`src/hw/rtl/nmea_rmc_sentence_parser_assert.svh`:
```
// Assertion macros shared by the RMC parser RTL.
// Needs nothing else; files that check their logic include it by name.
`ifndef NMEA_RMC_SENTENCE_PARSER_ASSERT_SVH
`define NMEA_RMC_SENTENCE_PARSER_ASSERT_SVH

// Consequent must hold in the same cycle as the antecedent.
`define NRMC_ASSERT_SAME(lbl, clk, rst_n, ante, cons, msg) \
    lbl: assert property (@(posedge clk) disable iff (!rst_n) (ante) |-> (cons)) \
        else $error(msg);

// Consequent must hold in the cycle after the antecedent.
`define NRMC_ASSERT_NEXT(lbl, clk, rst_n, ante, cons, msg) \
    lbl: assert property (@(posedge clk) disable iff (!rst_n) (ante) |=> (cons)) \
        else $error(msg);

`endif

```
`src/hw/rtl/nrmc_pkg.sv`:
```
// Shared types, codes and constants for the RMC sentence parser.
// No dependencies; imported by nrmc_parse and the top level.
package nrmc_pkg;

    localparam int MINUTE_FRACTION_DIGITS_DEF = 4;
    localparam int SPEED_FRACTION_DIGITS_DEF  = 3;
    localparam int FIELD_COUNT                = 13;

    localparam logic [3:0] LAST_FIELD = 4'(FIELD_COUNT - 1);

    // field indexes within the sentence
    localparam logic [3:0] FLD_HEADER = 4'd0;
    localparam logic [3:0] FLD_TIME   = 4'd1;
    localparam logic [3:0] FLD_STATUS = 4'd2;
    localparam logic [3:0] FLD_LAT    = 4'd3;
    localparam logic [3:0] FLD_NS     = 4'd4;
    localparam logic [3:0] FLD_LON    = 4'd5;
    localparam logic [3:0] FLD_EW     = 4'd6;
    localparam logic [3:0] FLD_SPEED  = 4'd7;
    localparam logic [3:0] FLD_DATE   = 4'd9;

    // characters
    localparam logic [7:0] CH_COMMA = 8'h2C;
    localparam logic [7:0] CH_POINT = 8'h2E;
    localparam logic [7:0] CH_ZERO  = 8'h30;
    localparam logic [7:0] CH_NINE  = 8'h39;
    localparam logic [7:0] CH_A     = 8'h41;
    localparam logic [7:0] CH_N     = 8'h4E;
    localparam logic [7:0] CH_E     = 8'h45;

    // "$GPRMC"
    localparam logic [7:0] HDR_TEXT [0:5] = '{8'h24, 8'h47, 8'h50, 8'h52, 8'h4D, 8'h43};

    localparam logic [23:0] POW10_TAB [0:7] = '{
        24'd1, 24'd10, 24'd100, 24'd1000, 24'd10000, 24'd100000, 24'd1000000,
        24'd10000000
    };

    // fix status codes
    localparam logic [1:0] FIX_VALID  = 2'd0;
    localparam logic [1:0] FIX_VOID   = 2'd1;
    localparam logic [1:0] FIX_REJECT = 2'd2;

    // result widths
    localparam int LAT_W       = 28;
    localparam int LON_W       = 31;
    localparam int SPEED_W     = 21;
    localparam int FRAC_Q_W    = 21;
    localparam int OUT_DATA_W  = 130;
    localparam int OUT_TDATA_W = 136;
    localparam int MICRO       = 1000000;

    typedef struct packed {
        logic [1:0]        status;
        logic [7:0]        hour;
        logic [7:0]        minute;
        logic [7:0]        second;
        logic [7:0]        day;
        logic signed [8:0] month;
        logic [8:0]        year;
    } t_nrmc_clock;

    function automatic longint unsigned pow10(input int n);
        longint unsigned r;
        r = 1;
        for (int i = 0; i < n; i++) begin
            r = r * 10;
        end
        return r;
    endfunction

    function automatic int minute_width(input int fd);
        return $clog2(64'd100 * pow10(fd));
    endfunction

    function automatic int speed_width(input int fd);
        return $clog2(64'd1000 * pow10(fd));
    endfunction

    function automatic logic [7:0] two_digit(input logic [3:0] tens, input logic [3:0] units);
        return 8'(tens) * 8'd10 + 8'(units);
    endfunction

endpackage

```
`src/hw/rtl/nrmc_parse.sv`:
```
// Character parser: field splitting, digit accumulation and end-of-sentence snapshot.
// Depends on nrmc_pkg.
module nrmc_parse
    import nrmc_pkg::*;
#(
    parameter int MINUTE_FRACTION_DIGITS = MINUTE_FRACTION_DIGITS_DEF,
    parameter int SPEED_FRACTION_DIGITS  = SPEED_FRACTION_DIGITS_DEF,
    localparam int MinW = minute_width(MINUTE_FRACTION_DIGITS),
    localparam int SpdW = speed_width(SPEED_FRACTION_DIGITS)
) (
    input  logic            i_clk,
    input  logic            i_rst_n,
    input  logic            i_go,
    input  logic [7:0]      i_char,
    input  logic            i_eos,
    output t_nrmc_clock     o_clock,
    output logic [6:0]      o_lat_deg,
    output logic [MinW-1:0] o_lat_min,
    output logic            o_lat_north,
    output logic [9:0]      o_lon_deg,
    output logic [MinW-1:0] o_lon_min,
    output logic            o_lon_east,
    output logic [SpdW-1:0] o_speed
);

    localparam int FW = (MinW > SpdW) ? MinW : SpdW;
    localparam int PW = FW + 24;
    localparam int TW = FW + 4;
    localparam logic [FW-1:0] MIN_CAP = FW'(64'd100 * pow10(MINUTE_FRACTION_DIGITS) - 64'd1);
    localparam logic [FW-1:0] SPD_CAP = FW'(64'd1000 * pow10(SPEED_FRACTION_DIGITS) - 64'd1);
    localparam logic [2:0] MIN_FD = 3'(MINUTE_FRACTION_DIGITS);
    localparam logic [2:0] SPD_FD = 3'(SPEED_FRACTION_DIGITS);

    localparam logic [1:0] PH_INT  = 2'd0;
    localparam logic [1:0] PH_FRAC = 2'd1;
    localparam logic [1:0] PH_STOP = 2'd2;

    localparam logic [4:0] LEN_MAX     = 5'd31;
    localparam logic [4:0] TIME_LEN_OK = 5'd10;
    localparam logic [4:0] DATE_LEN_OK = 5'd6;
    localparam logic [4:0] HDR_LEN     = 5'd6;

    logic [3:0]      r_field,      n_field;
    logic [4:0]      r_pos,        n_pos;
    logic            r_hdr_ok,     n_hdr_ok;
    logic [3:0]      r_time_dig [0:5];
    logic [3:0]      n_time_dig [0:5];
    logic [3:0]      r_date_dig [0:5];
    logic [3:0]      n_date_dig [0:5];
    logic [4:0]      r_time_len,   n_time_len;
    logic [4:0]      r_date_len,   n_date_len;
    logic [7:0]      r_status_chr, n_status_chr;
    logic [6:0]      r_lat_deg,    n_lat_deg;
    logic [MinW-1:0] r_lat_min,    n_lat_min;
    logic            r_lat_north,  n_lat_north;
    logic [9:0]      r_lon_deg,    n_lon_deg;
    logic [MinW-1:0] r_lon_min,    n_lon_min;
    logic            r_lon_east,   n_lon_east;
    logic [SpdW-1:0] r_speed,      n_speed;
    logic [2:0]      r_frac_cnt,   n_frac_cnt;
    logic [1:0]      r_phase,      n_phase;

    logic            is_digit;
    logic [3:0]      digit;
    logic [FW-1:0]   sel_v;
    logic [FW-1:0]   sel_cap;
    logic [2:0]      sel_fd;
    logic [2:0]      fin_k;
    logic [PW-1:0]   fin_prod;
    logic [FW-1:0]   fin_val;
    logic [TW-1:0]   feed_t;
    logic [FW-1:0]   feed_v;
    logic [1:0]      feed_phase;
    logic [2:0]      feed_cnt;
    logic            ok_a;
    logic            reject;
    t_nrmc_clock     n_clock;

    assign is_digit = i_char inside {[CH_ZERO:CH_NINE]};
    assign digit    = is_digit ? i_char[3:0] : 4'd0;

    // shared number unit: one of minutes or speed is active at a time
    always_comb begin
        sel_v   = '0;
        sel_cap = MIN_CAP;
        sel_fd  = MIN_FD;
        case (r_field)
            FLD_LAT:   sel_v = FW'(r_lat_min);
            FLD_LON:   sel_v = FW'(r_lon_min);
            FLD_SPEED: begin
                sel_v   = FW'(r_speed);
                sel_cap = SPD_CAP;
                sel_fd  = SPD_FD;
            end
            default:   sel_v = '0;
        endcase
    end

    // pad missing fraction digits at the closing comma, saturate
    assign fin_k    = sel_fd - r_frac_cnt;
    assign fin_prod = PW'(sel_v) * PW'(POW10_TAB[fin_k]);
    assign fin_val  = (fin_prod > PW'(sel_cap)) ? sel_cap : fin_prod[FW-1:0];

    assign feed_t = TW'(sel_v) * TW'(10) + TW'(digit);

    always_comb begin
        feed_v     = sel_v;
        feed_phase = r_phase;
        feed_cnt   = r_frac_cnt;
        if (r_phase != PH_STOP) begin
            if (is_digit) begin
                if (r_phase == PH_INT || r_frac_cnt < sel_fd) begin
                    feed_v = (feed_t > TW'(sel_cap)) ? sel_cap : feed_t[FW-1:0];
                    if (r_phase == PH_FRAC) begin
                        feed_cnt = r_frac_cnt + 3'd1;
                    end
                end
            end else if (i_char == CH_POINT && r_phase == PH_INT) begin
                feed_phase = PH_FRAC;
            end else begin
                feed_phase = PH_STOP;
            end
        end
    end

    always_comb begin
        n_field      = r_field;
        n_pos        = r_pos;
        n_hdr_ok     = r_hdr_ok;
        n_time_dig   = r_time_dig;
        n_date_dig   = r_date_dig;
        n_time_len   = r_time_len;
        n_date_len   = r_date_len;
        n_status_chr = r_status_chr;
        n_lat_deg    = r_lat_deg;
        n_lat_min    = r_lat_min;
        n_lat_north  = r_lat_north;
        n_lon_deg    = r_lon_deg;
        n_lon_min    = r_lon_min;
        n_lon_east   = r_lon_east;
        n_speed      = r_speed;
        n_frac_cnt   = r_frac_cnt;
        n_phase      = r_phase;
        if (i_char == CH_COMMA && r_field < LAST_FIELD) begin
            if (r_field == FLD_HEADER && r_pos < HDR_LEN) begin
                n_hdr_ok = 1'b0;
            end
            case (r_field)
                FLD_LAT:   n_lat_min = fin_val[MinW-1:0];
                FLD_LON:   n_lon_min = fin_val[MinW-1:0];
                FLD_SPEED: n_speed   = fin_val[SpdW-1:0];
                default:   n_speed   = r_speed;
            endcase
            n_field    = r_field + 4'd1;
            n_pos      = 5'd0;
            n_phase    = PH_INT;
            n_frac_cnt = 3'd0;
        end else begin
            case (r_field)
                FLD_HEADER: begin
                    if (r_pos < HDR_LEN && i_char != HDR_TEXT[r_pos[2:0]]) begin
                        n_hdr_ok = 1'b0;
                    end
                end
                FLD_TIME: begin
                    if (r_pos < 5'd6) begin
                        n_time_dig[r_pos[2:0]] = i_char[3:0];
                    end
                    if (r_time_len != LEN_MAX) begin
                        n_time_len = r_time_len + 5'd1;
                    end
                end
                FLD_STATUS: begin
                    if (r_pos == 5'd0) begin
                        n_status_chr = i_char;
                    end
                end
                FLD_LAT: begin
                    if (r_pos < 5'd2) begin
                        n_lat_deg = r_lat_deg * 7'd10 + 7'(digit);
                    end else begin
                        n_lat_min  = feed_v[MinW-1:0];
                        n_phase    = feed_phase;
                        n_frac_cnt = feed_cnt;
                    end
                end
                FLD_NS: begin
                    if (r_pos == 5'd0) begin
                        n_lat_north = (i_char == CH_N);
                    end
                end
                FLD_LON: begin
                    if (r_pos < 5'd3) begin
                        n_lon_deg = r_lon_deg * 10'd10 + 10'(digit);
                    end else begin
                        n_lon_min  = feed_v[MinW-1:0];
                        n_phase    = feed_phase;
                        n_frac_cnt = feed_cnt;
                    end
                end
                FLD_EW: begin
                    if (r_pos == 5'd0) begin
                        n_lon_east = (i_char == CH_E);
                    end
                end
                FLD_SPEED: begin
                    n_speed    = feed_v[SpdW-1:0];
                    n_phase    = feed_phase;
                    n_frac_cnt = feed_cnt;
                end
                FLD_DATE: begin
                    if (r_pos < 5'd6) begin
                        n_date_dig[r_pos[2:0]] = i_char[3:0];
                    end
                    if (r_date_len != LEN_MAX) begin
                        n_date_len = r_date_len + 5'd1;
                    end
                end
                default: n_pos = r_pos;
            endcase
            if (r_pos != LEN_MAX) begin
                n_pos = r_pos + 5'd1;
            end
        end
    end

    // return to start of sentence after the final character
    always_ff @(posedge i_clk) begin
        if (!i_rst_n || (i_go && i_eos)) begin
            r_field      <= 4'd0;
            r_pos        <= 5'd0;
            r_hdr_ok     <= 1'b1;
            r_time_dig   <= '{default: 4'd0};
            r_date_dig   <= '{default: 4'd0};
            r_time_len   <= 5'd0;
            r_date_len   <= 5'd0;
            r_status_chr <= 8'd0;
            r_lat_deg    <= 7'd0;
            r_lat_min    <= '0;
            r_lat_north  <= 1'b0;
            r_lon_deg    <= 10'd0;
            r_lon_min    <= '0;
            r_lon_east   <= 1'b0;
            r_speed      <= '0;
            r_frac_cnt   <= 3'd0;
            r_phase      <= PH_INT;
        end else if (i_go) begin
            r_field      <= n_field;
            r_pos        <= n_pos;
            r_hdr_ok     <= n_hdr_ok;
            r_time_dig   <= n_time_dig;
            r_date_dig   <= n_date_dig;
            r_time_len   <= n_time_len;
            r_date_len   <= n_date_len;
            r_status_chr <= n_status_chr;
            r_lat_deg    <= n_lat_deg;
            r_lat_min    <= n_lat_min;
            r_lat_north  <= n_lat_north;
            r_lon_deg    <= n_lon_deg;
            r_lon_min    <= n_lon_min;
            r_lon_east   <= n_lon_east;
            r_speed      <= n_speed;
            r_frac_cnt   <= n_frac_cnt;
            r_phase      <= n_phase;
        end
    end

    assign ok_a   = (n_status_chr == CH_A);
    assign reject = (n_field < LAST_FIELD) || !n_hdr_ok ||
                    (!ok_a && (n_time_len != TIME_LEN_OK || n_date_len != DATE_LEN_OK));

    // time and date of the finished sentence; all zero but the status when rejected
    always_comb begin
        n_clock = '0;
        if (reject) begin
            n_clock.status = FIX_REJECT;
        end else begin
            n_clock.status = ok_a ? FIX_VALID : FIX_VOID;
            n_clock.hour   = two_digit(n_time_dig[0], n_time_dig[1]);
            n_clock.minute = two_digit(n_time_dig[2], n_time_dig[3]);
            n_clock.second = two_digit(n_time_dig[4], n_time_dig[5]);
            n_clock.day    = two_digit(n_date_dig[0], n_date_dig[1]);
            n_clock.month  = $signed(9'(two_digit(n_date_dig[2], n_date_dig[3])) - 9'd1);
            n_clock.year   = 9'(two_digit(n_date_dig[4], n_date_dig[5])) + 9'd100;
        end
    end

    // snapshot of the finished sentence; position only for a valid fix
    always_ff @(posedge i_clk) begin
        if (i_go && i_eos) begin
            o_clock <= n_clock;
            if (ok_a && !reject) begin
                o_lat_deg   <= n_lat_deg;
                o_lat_min   <= n_lat_min;
                o_lat_north <= n_lat_north;
                o_lon_deg   <= n_lon_deg;
                o_lon_min   <= n_lon_min;
                o_lon_east  <= n_lon_east;
                o_speed     <= n_speed;
            end else begin
                o_lat_deg   <= 7'd0;
                o_lat_min   <= '0;
                o_lat_north <= 1'b1;
                o_lon_deg   <= 10'd0;
                o_lon_min   <= '0;
                o_lon_east  <= 1'b1;
                o_speed     <= '0;
            end
        end
    end

endmodule

```
`config.mk`:
```
export PLATFORM = sky130hd
export DESIGN_NAME = nrmc_parse
export DESIGN_NICKNAME = d
export VERILOG_FILES = /design/src/hw/rtl/nmea_rmc_sentence_parser_assert.svh /design/src/hw/rtl/nrmc_pkg.sv /design/src/hw/rtl/nrmc_parse.sv
export SDC_FILE = /design/constraint.sdc
export NUM_CORES = 2
export LEC_CHECK = 0
export BUFFER_PORTS_ARGS = -buffer_cell sky130_fd_sc_hd__buf_2
export CELL_PAD_IN_SITES_DETAIL_PLACEMENT = 0
export CELL_PAD_IN_SITES_GLOBAL_PLACEMENT = 1
export CORE_MARGIN = 2
export CORE_UTILIZATION = 45
export DETAILED_ROUTE_END_ITERATION = 8
export GPL_TIMING_DRIVEN = 1
export PLACE_DENSITY_LB_ADDON = 0.1
export SYNTH_ARGS = -nofsm -noshare
export SYNTH_HDL_FRONTEND = slang
export SYNTH_SLANG_ARGS = --single-unit
```
`constraint.sdc`:
```
create_clock -name i_clk -period 31.4 [get_ports i_clk]
set_clock_uncertainty 0.2 [all_clocks]
set_input_delay 3.14 -clock i_clk [delete_from_list [all_inputs] [get_ports i_clk]]
set_output_delay 3.14 -clock i_clk [all_outputs]
set_load 0.02 [all_outputs]
```
==> results_dict.tcl <==
set metrics [dict create \
    wl_per_cell_um 22.6 \
    portBuffers 142 \
    min_period_ns 13.78 \
    yosysUniqueCellTypes 96 \
    netlist.top_cell.by_area "fa_1" \
    wirelength_mm 110 \
    die-area_mm2 0.0753 \
    power_frac_comb_pct 5.4 \
    clock_path_buffers 3 \
    path_clk_slew_ns 0.06 \
    power.leakage_nw 16.6 \
    cts_setup_buffers 0 \
    ios 143 \
    cap_violations 0 \
    fin_area_mm2 0.0357 \
    critPathArrivalTime_ns 13.94 \
    grt_pass1_vias 27800 \
    peakVddDrop_uv 45.6 \
    grt_max_degree 85 \
    route.detailed.drc 0 \
    antennaDiodeCount 0 \
    num_vias 28100 \
    yosys_warnings 0 \
    grt_pass1_wl_mm 171 \
    die_w_um 274 \
    syn-num-nets 4505 \
    slew_headroom_pct 22.4 \
    criticalPathCategory "flip-flop to flip-flop" \
    hold_viol_final 0 \
    worst-path-max-fanout 32 \
    utilization_pct 49.1 \
    cts_tree "done" \
    swShare_pct 23.5 \
    final_nets 4565 \
    power_switching_mw 0.207 \
    postRouteAntennaNets 0 \
    synth_area_leaders "fa_1, edfxtp_1, ha_1" \
    synthCells 3841 \
    synth_enable_flop_cells 131 \
    pre_cts_ws_ns 17.84 \
    min-delay-start "r_time_dig[16]" \
    synthesis.area_mm2 0.0329 \
    initialDrtViolationCount 2624 \
    tightest_slew_ns 1.15 \
    grt_antenna_before_repair 1 \
    power_frac_seq_pct 46.2 \
    dp_hpwl_mm 87.3 \
    rows 99 \
    layout_worst_path_cycle_share_pct 43.9 \
    syn2layout_area_growth_pct 8.67 \
    regToRegSetupSlack_ns 17.62 \
    cpMostUsedCell "fa_1" \
    reg2reg_to "o_speed[7]" \
    p_per_area_mw_per_mm2 24.6 \
    firstDrtPassIters 6 \
    cts_hold_buf 0 \
    grt_overflow 0 \
    hold_path_end "r_time_dig[16]" \
    ys_dominant_reg_cell "dfxtp_1" \
    grt_use_total_pct 29.7 \
    finalSetupTns_ns 0 \
    holdPathStages 2 \
    core-area_mm2 0.0727 \
    place_congestion 0.945 \
    htreeDepth 2 \
    grt_setup_unrepaired "false" \
    yosysSeqAreaShare_pct 21.7 \
    placed_area_mm2 0.0345 \
    power_mw 0.880 \
    cts-resized-gates 0 \
    cp-start-kind "flip-flop" \
    finalSetupViolations 0 \
    min_path_type "flip-flop to flip-flop" \
    fill_cells 7244 \
    synth.most_common_cell "inv_1" \
    r2r-start "r_field[2]" \
    outcome "finished clean" \
    synth-seq-cells 291 \
    clkPwrFrac_pct 48.4 \
    max_freq_mhz 72.6 \
    synthTopCellsByCount "inv_1, nor2_1, nand2_1, fa_1, ha_1" \
    cts.sinks 291 \
    drv_slew 0 \
    avgViaCountPerCell 5.76 \
    drive_above_1_share_pct 7.72 \
    root_buffer "clkbuf_16" \
    clock_latency_ns 0.56 \
    start_util_pct 45.2 \
    final.setup.worst_slack_ns 17.62 \
    power.internal_mw 0.674 \
    cp-end-kind "flip-flop" \
    postSynth.asyncResetShare_pct 0 \
    synth.avg_cell_area_um2 8.56 \
    required_ns 31.56 \
    die_h_um 274 \
    synth.top_cell.area_share_pct 21.6 \
    cpPeakStageDelay_ns 0.92 \
    cp_slowest_cell "or4b_1" \
    numCtsBuffers 34 \
    ff2ff_path_depth 36 \
]
state kept, by name, indices dropped and copies added (netlist names), 20 cells and up:
| signal | flops |
|---|---|
| o_speed | 20 |
| r_lon_min | 20 |
| o_clock | 52 |
| o_lon_min | 20 |
| r_time_dig | 24 |
| r_date_dig | 24 |
| r_speed | 20 |
| r_lat_min | 20 |
| o_lat_min | 20 |
area by class of cell:
cell class | count | area (µm²) | share of cell area (%)
Timing Repair Buffer | 195 | 1110 | 3.12
Inverter | 514 | 1930 | 5.41
Sequential cell | 291 | 7140 | 20.0
Clock inverter | 19 | 264 | 0.739
Multi-Input combinational cell | 2865 | 23200 | 64.8
Clock buffer | 43 | 918 | 2.57
Tap cell | 959 | 1200 | 3.36
per-stage QoR:
step | hold slack, ns | instances
final | 0.253 | 4886
after global routing | 0.271 | 4886
after CTS | 0.253 | 4885
after detailed placement | 0.244 | 4823
after global placement | 0.242 | 4823
after floorplan | 0.233 | 3841
power by group through the flow:
stage / clock network (mW) / logic (mW) / registers (mW)
CTS: 0.434 / 0.0470 / 0.407
detailed placement: 0 / 0.0468 / 0.415
global route: 0.448 / 0.0510 / 0.408
global placement: 0 / 0.0468 / 0.415
floorplan: 0 / 0.0228 / 0.423
finish: 0.426 / 0.0472 / 0.407
cell families (layout without fill, tap and decap cells):
| group | count (synthesis) | after routing | synth area share (%) |
|---|---|---|---|
| compound gates | 733 | 733 | 14.3 |
| buf+inv | 685 | 771 | 7.96 |
| flops | 291 | 291 | 21.7 |
| xor+xnor | 120 | 120 | 3.22 |
| mux | 73 | 73 | 2.24 |
| simple gates | 1287 | 1287 | 17.7 |
| fa+ha+maj | 652 | 652 | 32.9 |
per-layer routing:
metal	up-vias	part of all wire [%]	GRT usage [%]
li1	13000	-	-
met1	13800	43	40.7
met2	1114	46	48.1
met3	234	7.1	4.05
met4	2	3.8	10.3
met5	-	0.012	0
how the worst max path moves through the flow:
stage / start / endpoint / slack (ns)
global placement: r_field[2] / o_speed[11] / 18.01
detailed placement: r_field[2] / o_speed[7] / 17.84
floorplan: r_field[3] / o_speed[19] / 20.57
finish: r_field[2] / o_speed[7] / 17.62
global route: r_field[2] / o_speed[12] / 16.95
CTS: r_field[2] / o_speed[7] / 17.76
worst max-delay path: cells and delay by family (launching register included):
family / cells / cell delay [ns]
adders and majority gates: 9 / 4.46
and+or+nand+nor: 10 / 4.00
xor gates and xnor gates: 3 / 1.72
AOI/OAI and AO/OA: 6 / 1.57
buffers and inverters: 8 / 0.91
DFF: 1 / 0.62
cell usage in the layout, fill, tap and decap left out, drive strengths merged, types with 131 or more instances in the layout:
cell type / netlist / layout
a21oi: 239 / 239
buf: 33 / 195
dfxtp: 160 / 160
edfxtp: 131 / 131
fa: 354 / 354
ha: 298 / 298
inv: 505 / 508
nand2: 411 / 411
nor2: 500 / 500
o21ai: 151 / 151
Power figures use the tool's default switching activity.
